`src/fei_pkg.sv`:
```
// ----------------------------------------------------------------------------
// fei_pkg
// Shared types and constants for the FASTA entry indexer.
// ----------------------------------------------------------------------------
package fei_pkg;

  // Default width of the internal offset and residue counters.
  localparam int OFFSET_BITS_DEF = 48;

  // Widths of the result channel fields and of the input byte.
  localparam int OUT_W   = 48;
  localparam int HDR_W   = 32;
  localparam int DATA_W  = 8;

  // Packed result payload: four OUT_W fields, header count, verdict, padded to bytes.
  localparam int TDATA_RAW_W = 4 * OUT_W + HDR_W + 1;
  localparam int TDATA_W     = ((TDATA_RAW_W + 7) / 8) * 8;

  // Depth of the result queue and its pointer width.
  localparam int QDEPTH = 4;
  localparam int QPTR_W = $clog2(QDEPTH);
  localparam int QCNT_W = $clog2(QDEPTH + 1);

  // Character codes the scanner reacts to.
  localparam logic [DATA_W-1:0] CH_GT   = 8'h3E;
  localparam logic [DATA_W-1:0] CH_LF   = 8'h0A;
  localparam logic [DATA_W-1:0] CH_CR   = 8'h0D;
  localparam logic [DATA_W-1:0] CH_A    = 8'h41;
  localparam logic [DATA_W-1:0] CH_C    = 8'h43;
  localparam logic [DATA_W-1:0] CH_G    = 8'h47;
  localparam logic [DATA_W-1:0] CH_T    = 8'h54;
  localparam logic [DATA_W-1:0] CASE_MASK = 8'hDF;

  // Record kinds.
  localparam logic KIND_ENTRY = 1'b0;
  localparam logic KIND_FINAL = 1'b1;

  // One result record.
  typedef struct packed {
    logic             rec_kind;
    logic [OUT_W-1:0] entry_length;
    logic [OUT_W-1:0] entry_start;
    logic [OUT_W-1:0] entry_end;
    logic [OUT_W-1:0] total_residues;
    logic [HDR_W-1:0] header_total;
    logic             nucleotide_like;
    logic             last_rec;
  } result_t;

  // What the scanner hands to the result queue for one byte.
  typedef struct packed {
    result_t     res_a;
    result_t     res_b;
    logic [1:0]  res_cnt;
  } core_out_t;

endpackage

```
`src/fasta_entry_indexer.sv`:
```
// ----------------------------------------------------------------------------
// fasta_entry_indexer
// Scans a FASTA byte stream and reports the span and residue count of each
// entry, plus file totals and a nucleotide verdict on the final byte.
// ----------------------------------------------------------------------------
//  Channel  Direction  tdata                         tuser        tlast
//  in_      slave      data_byte                     -            end_of_file
//  out_     master     lengths, offsets, totals      record_kind  last
//
//  Bytes enter one per cycle while in_tready is high. A byte is registered,
//  scanned once the queue has room, and its records (none, one or two) land
//  in a four-entry queue. A byte that causes two records gives two transfers.
//  Scanning stalls while the queue has fewer than two free slots.
//  rst_n is synchronous; it clears the scanner, the input stage and the queue.
// ----------------------------------------------------------------------------
module fasta_entry_indexer
  import fei_pkg::*;
#(
  parameter int OFFSET_BITS = OFFSET_BITS_DEF
) (
  input  logic               clk,
  input  logic               rst_n,
  // Input transfer: tdata = data_byte[7:0].
  input  logic               in_tvalid,
  output logic               in_tready,
  input  logic [DATA_W-1:0]  in_tdata,
  input  logic               in_tlast,
  // Result transfer: tdata = entry_length[47:0], entry_start[95:48],
  // entry_end[143:96], total_residues[191:144], header_total[223:192],
  // nucleotide_like[224], zero padding above.
  output logic               out_tvalid,
  input  logic               out_tready,
  output logic [TDATA_W-1:0] out_tdata,
  // tuser = record_kind[0].
  output logic [0:0]         out_tuser,
  output logic               out_tlast
);

  // Input register.
  logic              in_vld_r;
  logic [DATA_W-1:0] in_byte_r;
  logic              in_eof_r;
  logic              step;
  core_out_t         core_out;

  // Result queue.
  result_t           q_mem [QDEPTH];
  logic [QPTR_W-1:0] wr_ptr_r, rd_ptr_r;
  logic [QCNT_W-1:0] q_cnt_r, q_cnt_nxt;
  logic              pop;
  logic [QPTR_W-1:0] wr_ptr_b;
  result_t           head;

  // Scan when the queue can absorb the worst case of two records.
  assign step      = in_vld_r && (q_cnt_r <= QCNT_W'(QDEPTH - 2));
  assign in_tready = !in_vld_r || step;

  always_ff @(posedge clk) begin
    if (!rst_n) begin
      in_vld_r <= 1'b0;
    end else if (in_tready) begin
      in_vld_r <= in_tvalid;
    end
  end

  always_ff @(posedge clk) begin
    if (in_tready && in_tvalid) begin
      in_byte_r <= in_tdata;
      in_eof_r  <= in_tlast;
    end
  end

  fei_core #(
    .OFFSET_BITS (OFFSET_BITS)
  ) u_core (
    .clk         (clk),
    .rst_n       (rst_n),
    .step        (step),
    .data_byte   (in_byte_r),
    .end_of_file (in_eof_r),
    .core_out    (core_out)
  );

  // Queue bookkeeping.
  assign pop       = (q_cnt_r != '0) && out_tready;
  assign wr_ptr_b  = wr_ptr_r + 1'b1;
  assign q_cnt_nxt = q_cnt_r + (step ? QCNT_W'(core_out.res_cnt) : '0)
                     - QCNT_W'(pop);

  always_ff @(posedge clk) begin
    if (!rst_n) begin
      wr_ptr_r <= '0;
      rd_ptr_r <= '0;
      q_cnt_r  <= '0;
    end else begin
      if (step) begin
        wr_ptr_r <= wr_ptr_r + QPTR_W'(core_out.res_cnt);
      end
      if (pop) begin
        rd_ptr_r <= rd_ptr_r + 1'b1;
      end
      q_cnt_r <= q_cnt_nxt;
    end
  end

  // Queue storage; records are written in file order.
  always_ff @(posedge clk) begin
    if (step && (core_out.res_cnt != 2'd0)) begin
      q_mem[wr_ptr_r] <= core_out.res_a;
    end
    if (step && (core_out.res_cnt == 2'd2)) begin
      q_mem[wr_ptr_b] <= core_out.res_b;
    end
  end

  // Result channel driven from the queue head.
  assign head       = q_mem[rd_ptr_r];
  assign out_tvalid = (q_cnt_r != '0);
  assign out_tuser  = head.rec_kind;
  assign out_tlast  = head.last_rec;
  assign out_tdata  = {(TDATA_W - TDATA_RAW_W)'(0), head.nucleotide_like,
                       head.header_total, head.total_residues, head.entry_end,
                       head.entry_start, head.entry_length};

endmodule

```
`src/fei_core.sv`:
```
// ----------------------------------------------------------------------------
// fei_core
// Per-byte scanner: header flag, saturating counters, entry spans and the
// nucleotide verdict. Produces up to two records for each byte it takes.
// ----------------------------------------------------------------------------
module fei_core
  import fei_pkg::*;
#(
  parameter int OFFSET_BITS = OFFSET_BITS_DEF
) (
  input  logic              clk,
  input  logic              rst_n,
  input  logic              step,
  input  logic [DATA_W-1:0] data_byte,
  input  logic              end_of_file,
  output core_out_t         core_out
);

  localparam int DW = OFFSET_BITS + 4;
  localparam logic [OFFSET_BITS-1:0] OFF_MAX = {OFFSET_BITS{1'b1}};
  localparam logic [HDR_W-1:0]       HDR_MAX = {HDR_W{1'b1}};

  // Scanner state.
  logic                   in_header_r, in_header_nxt;
  logic [OFFSET_BITS-1:0] pos_r, pos_nxt;
  logic [OFFSET_BITS-1:0] span_start_r, span_start_nxt;
  logic [OFFSET_BITS-1:0] span_end_r, span_end_nxt;
  logic [OFFSET_BITS-1:0] cur_len_r, cur_len_nxt;
  logic [OFFSET_BITS-1:0] total_r, total_nxt;
  logic [OFFSET_BITS-1:0] acgt_r, acgt_nxt;
  logic [HDR_W-1:0]       hdr_cnt_r, hdr_cnt_nxt;
  // Running 4*acgt - 3*total; the verdict is its sign.
  logic signed [DW-1:0]   diff_r, diff_nxt;

  logic                   is_open, is_break, is_res, is_acgt;
  logic                   acgt_inc, total_inc, emit_entry, nuc;
  logic [DATA_W-1:0]      upper;
  logic signed [3:0]      delta;
  result_t                rec_entry, rec_final;

  // Byte classification and next-state computation.
  always_comb begin
    upper     = data_byte & CASE_MASK;
    is_open   = !in_header_r && (data_byte == CH_GT);
    is_break  = !is_open && (data_byte inside {CH_LF, CH_CR});
    is_res    = !is_open && !is_break && !in_header_r;
    is_acgt   = upper inside {CH_A, CH_C, CH_G, CH_T};
    acgt_inc  = is_res && is_acgt && (acgt_r != OFF_MAX);
    total_inc = is_res && (total_r != OFF_MAX);

    pos_nxt = (pos_r == OFF_MAX) ? pos_r : pos_r + 1'b1;

    if (is_open) begin
      in_header_nxt = 1'b1;
    end else if (is_break) begin
      in_header_nxt = 1'b0;
    end else begin
      in_header_nxt = in_header_r;
    end

    hdr_cnt_nxt = (is_open && (hdr_cnt_r != HDR_MAX)) ? hdr_cnt_r + 1'b1 : hdr_cnt_r;

    // A header opening closes the previous entry once residues exist.
    emit_entry   = is_open && (total_r != '0);
    span_end_nxt = emit_entry ? pos_nxt - 1'b1 : span_end_r;
    span_start_nxt = is_open ? span_end_nxt : span_start_r;

    if (is_open) begin
      cur_len_nxt = '0;
    end else if (is_res && (cur_len_r != OFF_MAX)) begin
      cur_len_nxt = cur_len_r + 1'b1;
    end else begin
      cur_len_nxt = cur_len_r;
    end

    total_nxt = total_inc ? total_r + 1'b1 : total_r;
    acgt_nxt  = acgt_inc ? acgt_r + 1'b1 : acgt_r;

    // Track the verdict difference only where a counter really moved.
    delta    = (acgt_inc ? 4'sd4 : 4'sd0) - (total_inc ? 4'sd3 : 4'sd0);
    diff_nxt = diff_r + DW'(delta);
    nuc      = !diff_nxt[DW-1] && (diff_nxt != '0);
  end

  // Records for this byte.
  always_comb begin
    rec_entry.rec_kind        = KIND_ENTRY;
    rec_entry.entry_length    = OUT_W'(64'(cur_len_r));
    rec_entry.entry_start     = OUT_W'(64'(span_start_r));
    rec_entry.entry_end       = OUT_W'(64'(span_end_nxt));
    rec_entry.total_residues  = '0;
    rec_entry.header_total    = '0;
    rec_entry.nucleotide_like = 1'b0;
    rec_entry.last_rec        = !end_of_file;

    rec_final.rec_kind        = KIND_FINAL;
    rec_final.entry_length    = OUT_W'(64'(cur_len_nxt));
    rec_final.entry_start     = OUT_W'(64'(span_start_nxt));
    rec_final.entry_end       = OUT_W'(64'(pos_nxt));
    rec_final.total_residues  = OUT_W'(64'(total_nxt));
    rec_final.header_total    = hdr_cnt_nxt;
    rec_final.nucleotide_like = nuc;
    rec_final.last_rec        = 1'b1;

    core_out.res_a   = emit_entry ? rec_entry : rec_final;
    core_out.res_b   = rec_final;
    core_out.res_cnt = {1'b0, emit_entry} + {1'b0, end_of_file};
  end

  // State update; the final byte of a file returns everything to reset.
  always_ff @(posedge clk) begin
    if (!rst_n || (step && end_of_file)) begin
      in_header_r  <= 1'b0;
      pos_r        <= '0;
      span_start_r <= '0;
      span_end_r   <= '0;
      cur_len_r    <= '0;
      total_r      <= '0;
      acgt_r       <= '0;
      hdr_cnt_r    <= '0;
      diff_r       <= '0;
    end else if (step) begin
      in_header_r  <= in_header_nxt;
      pos_r        <= pos_nxt;
      span_start_r <= span_start_nxt;
      span_end_r   <= span_end_nxt;
      cur_len_r    <= cur_len_nxt;
      total_r      <= total_nxt;
      acgt_r       <= acgt_nxt;
      hdr_cnt_r    <= hdr_cnt_nxt;
      diff_r       <= diff_nxt;
    end
  end

endmodule

```
`config.mk`:
```
export PLATFORM = sky130hd
export DESIGN_NAME = fasta_entry_indexer
export DESIGN_NICKNAME = d
export VERILOG_FILES = /design/src/fei_pkg.sv /design/src/fasta_entry_indexer.sv /design/src/fei_core.sv
export SDC_FILE = /design/constraint.sdc
export NUM_CORES = 2
export LEC_CHECK = 0
export BUFFER_PORTS_ARGS = -buffer_cell sky130_fd_sc_hd__clkbuf_2
export CORE_MARGIN = 5
export CORE_UTILIZATION = 54
export DETAILED_ROUTE_END_ITERATION = 6
export PLACE_DENSITY = 0.67
export REMOVE_ABC_BUFFERS = 1
export SYNTH_ARGS = -nofsm -noshare
export SYNTH_HDL_FRONTEND = slang
export SYNTH_SLANG_ARGS = --single-unit
```
`constraint.sdc`:
```
create_clock -name clk -period 30.9 [get_ports clk]
set_input_delay 9.27 -clock clk [delete_from_list [all_inputs] [get_ports clk]]
set_output_delay 9.27 -clock clk [all_outputs]
set_load 0.02 [all_outputs]
```
==> PnR_summary.wiki <==
{| class="wikitable"
! Metric !! Value
|-
| Result of the run || complete, but fails checks
|-
| Violations in the final reports || design-rule violations
|-
| Total of flip-flops plus latches after synthesis || 1300
|-
| Worst Skew || ~0.033 ns
|-
| Count of cell types in the netlist || between 100 and 150
|-
| Setup Slack @ Placement || about 18 ns
|-
| Clock sink count || 1300
|-
| Core Rows || 131
|-
| Full die area || about 130000 sq um
|-
| Worst path setup slack after routing || approximately 17 ns
|-
| Part of the cycle the worst path needs || between 40% and 50%
|-
| Initial cell density of the core || a little over half
|-
| Detailed Route Iter0 Violations || about 6900
|-
| Sequential cell area fraction in the yosys report || 50.9%
|-
| Share of synthesized flip-flops with an asynchronous set or reset || 0%
|-
| Total detailed-routing wirelength || about 220000 um
|-
| Antenna-violating nets left || 0
|-
| Root Driver || sky130_fd_sc_hd__clkbuf_16
|-
| Clock tree from TritonCTS || built
|-
| Placed wire-length estimate after detailed placement || between 100000 and 150000 um
|-
| Share of Yosys cell area claimed by the top area cell type || 39.6%
|-
| Critical Path AT || roughly 4.4 ns
|-
| Final routed wire length divided by cell count || about 26 um
|-
| Max Cap Violations || 0
|-
| Required time of the critical path || 21.63 ns
|-
| Post-synthesis cell type with the largest combined area || sky130_fd_sc_hd__edfxtp_1
|-
| Peak per-stage delay on the critical path || between 0.8 and 0.9 ns
|-
| Critical path, cell by cell || buf_4, buf_4, buf_4, mux4_2, clkbuf_2
|-
| Number of fill cells || roughly 10000
|-
| Startpoint types || flip-flop
|-
| TritonCTS Buffers || around 140
|-
| Number of global-route vias before repair || between 50000 and 60000
|-
| Final-layout setup total negative slack || 0 ns
|-
| Chip Width || ~370 um
|-
| Slowest stage cell on the critical path || sky130_fd_sc_hd__buf_4
|-
| Postcts setup bufs || 0
|-
| Setup-failing EPs final || 0
|-
| Power after layout || about 5.7 mW
|-
| Worst vdd rail ir drop || slightly above 0.00006 V
|-
| Clock transition at the registers of the reported paths || approximately 0.060 ns
|-
| CP most frequent cell || sky130_fd_sc_hd__buf_4
|-
| Synthesized instance count || between 6000 and 7000
|-
| Primary FF master, synth || sky130_fd_sc_hd__edfxtp_1
|-
| Post-synthesis area per instance || about 10 sq um
|-
| Resize count post-CTS || 0
|-
| Maximum number of pins on one net before global-route repair || 216
|-
| Final core area utilization || 59.7%
|-
| DIE HEIGHT || 367 um
|-
| Highest clock rate || 73.4 MHz
|-
| Number of ports placed on the die boundary || 249
|-
| Sequential power share || about a third
|-
| # nets final || 6715
|-
| RSZ-0062 raised after global routing || false
|-
| Worst-margin pin slew || 1.30 ns
|-
| Worst min path class || flip-flop to flip-flop
|-
| Relative area change from synthesis to final layout || 10.0%
|-
| Clock period minus final worst setup slack || 13.63 ns
|-
| GR Overflow Total || 0
|-
| All-layer global routing usage || 32.0%
|-
| DRC errors left || 2
|-
| Count of endpoints failing hold in the final timing report || 0
|-
| Maximum buffer depth of the clock tree || 3
|-
| Total count of max-transition violations in the final report || 0
|-
| Power Density || approximately 75 nW/um^2
|-
| Leak pwr || approximately 24 nW
|-
| Reported net switching power || 2.05 mW
|-
| Detailed-routing iteration count for the pre-antenna-repair pass || 7
|-
| Insertion delay to the later sink of the worst-skew pair || 0.81 ns
|-
| H-tree depth || 4
|-
| Number of enable-type register cells in the synthesized netlist || between 900 and 1000
|-
| Wire length of the first global-routing pass || between 300000 and 400000 um
|-
| Post-DR vias/cell || 6.55
|-
| Internal || around 3.6 mW
|-
| Share of layout cells above drive strength 1 || between 10% and 20%
|-
| Clock share of power || 29.8%
|-
| Fraction of power spent switching nets || a little over a third
|-
| Class of the most critical setup path || flip-flop to primary output
|-
| # hold bufs at CTS || 0
|-
| Number of port buffers || approximately 240
|-
| Std-Cell Core Area || about 130000 sq um
|-
| Slew margin rel. || around 13%
|-
| Final RePlAce weighted congestion || 0.970
|-
| Number of antenna violations at the first check in global routing || 2
|-
| Syn. warnings || 0
|-
| Capturing element type of the critical path || primary output
|-
| Top area cells in the synthesized netlist || sky130_fd_sc_hd__edfxtp_1 (40%), sky130_fd_sc_hd__dfxtp_1 (11%), sky130_fd_sc_hd__mux4_2 (7.4%), sky130_fd_sc_hd__nor2_1 (4.9%), sky130_fd_sc_hd__nand2_1 (3.8%)
|-
| Highest net fanout along the worst path || 66
|-
| Vias post-DR || 55500
|-
| Area of the mapped netlist || about 70000 sq um
|-
| Hold slack final || approximately 0.46 ns
|-
| Combinational fraction of design power || between 30% and 40%
|}
==> path summary, 6_finish.rpt <==
kind	from	end	slack [ns]	depth (start not counted)
worst max-delay path	flip-flop	out_tdata[85]	17.27	5
worst min-delay path	u_core.span_end_r[4]$_SDFFE_PP0P_	u_core.span_end_r[4]$_SDFFE_PP0P_	0.46	2
worst max register to register	u_core.total_r[16]$_SDFFE_PP0P_	q_mem[1][1]$_DFFE_PP_	23.10	19
worst min register to register	u_core.span_end_r[4]$_SDFFE_PP0P_	u_core.span_end_r[4]$_SDFFE_PP0P_	0.46	2
==> logic make-up after synthesis <==
family,count (synthesis),share of synthesized area (%)
muxes,284,8.25
AOI/OAI and AO/OA,1537,13.6
adders and majority gates,21,0.392
other,1,0.00544
and+or+nand+nor,2495,17.0
xor gates and xnor gates,475,6.27
DFF,1300,50.9
buffers and inverters,618,3.53
==> cells in the final DEF (no fill, tap or decap), drive strengths merged, types with 17 or more instances in the layout <==
| cell type | netlist | routed |
|---|---|---|
| nor4 | 75 | 75 |
| o21ai | 534 | 534 |
| edfxtp | 909 | 909 |
| a31oi | 34 | 34 |
| nor2 | 904 | 904 |
| mux4 | 227 | 227 |
| nor3b | 19 | 19 |
| dfxtp | 391 | 391 |
| a32o | 21 | 21 |
| ha | 20 | 20 |
| or3 | 87 | 87 |
| and3 | 74 | 74 |
| or4 | 18 | 18 |
| clkinv | 3 | 48 |
| xor2 | 194 | 194 |
| clkbuf | 432 | 438 |
| a21oi | 415 | 415 |
| nand2b | 30 | 30 |
| nand2 | 693 | 693 |
| nand4 | 92 | 92 |
| or2 | 27 | 27 |
| and4 | 29 | 29 |
| nor3 | 124 | 124 |
| o211ai | 29 | 29 |
| o31ai | 57 | 57 |
| a211oi | 42 | 42 |
| buf | 127 | 119 |
| o21a | 22 | 22 |
| a22o | 56 | 56 |
| a22oi | 34 | 34 |
| nor2b | 22 | 22 |
| nand3 | 192 | 192 |
| a21o | 17 | 17 |
| o22ai | 118 | 118 |
| xnor2 | 276 | 276 |
| and2 | 56 | 56 |
| inv | 56 | 68 |
| mux2i | 49 | 49 |
==> registers in the layout, summed over array words and instances, names as in the netlist, 3 cells and up, named ones only <==
signal,count
u_core.acgt_r,48
u_core.cur_len_r,48
q_cnt_r,3
in_byte_r,8
u_core.pos_r,48
u_core.total_r,48
u_core.diff_r,52
q_mem,908
u_core.span_end_r,48
u_core.span_start_r,48
u_core.hdr_cnt_r,32
==> synthesized netlist by cell type, types with 40 or more instances <==
master                     number
sky130_fd_sc_hd__edfxtp_1     909
sky130_fd_sc_hd__nor2_1       903
sky130_fd_sc_hd__nand2_1      693
sky130_fd_sc_hd__o21ai_0      497
sky130_fd_sc_hd__clkbuf_1     432
sky130_fd_sc_hd__a21oi_1      415
sky130_fd_sc_hd__dfxtp_1      391
sky130_fd_sc_hd__xnor2_1      272
sky130_fd_sc_hd__mux4_2       227
sky130_fd_sc_hd__nand3_1      190
sky130_fd_sc_hd__xor2_1       190
sky130_fd_sc_hd__o22ai_1      118
sky130_fd_sc_hd__nor3_1       115
sky130_fd_sc_hd__nand4_1       88
sky130_fd_sc_hd__or3_1         85
sky130_fd_sc_hd__and3_1        73
sky130_fd_sc_hd__buf_1         73
sky130_fd_sc_hd__nor4_1        63
sky130_fd_sc_hd__a22o_1        56
sky130_fd_sc_hd__inv_1         56
sky130_fd_sc_hd__o31ai_1       55
sky130_fd_sc_hd__and2_1        51
sky130_fd_sc_hd__mux2i_1       49
sky130_fd_sc_hd__a211oi_1      42
sky130_fd_sc_hd__buf_2         40
==> critical path, delay by kind of cell (launching register included) <==
family,cells,cell delay (ns)
buffers and inverters,4,2.46
flip-flops,1,0.46
multiplexers,1,0.51
==> layout make-up <==
cell class	count	area (sq um)	share of cell area, %
clock buffers	197	3970	5.23
flip-flops and latches	1300	35100	46.3
clock inverters	66	683	0.900
diodes	2	5.00	0.00660
multi-input cells	4819	31600	41.7
inverters	59	254	0.335
repair buffers	360	2140	2.82
well taps	1662	2080	2.74
==> power by group through the flow <==
stage	Sequential, mW	Combinational (mW)	Clock [mW]
floorplan	2.08	1.42	0
global placement	2.04	1.93	0
detailed placement	2.04	1.95	0
CTS	2.01	1.96	1.71
global route	2.02	2.12	1.79
finish	2.01	1.98	1.70
==> metal layers <==
layer  GRT usage (%)  up-vias  routed length [um]  share of wire, %
met5               0        -                   0                 0
met1            41.8    26900               85000                38
met2            50.8     3194              102000                46
li1                -    24700                   -                 -
met4            16.5        0               12900               5.8
met3            6.73      652               22100                10
==> per-stage QoR <==
stage | std cells | area, sq um
6_report | 8465 | 75900
2_1_floorplan | 6178 | 66800
5_1_grt | 8463 | 75900
3_5_place_dp | 8200 | 71200
3_3_place_gp | 8200 | 71200
4_1_cts | 8463 | 75900
Note: power is estimated with default switching activity, not from simulation.
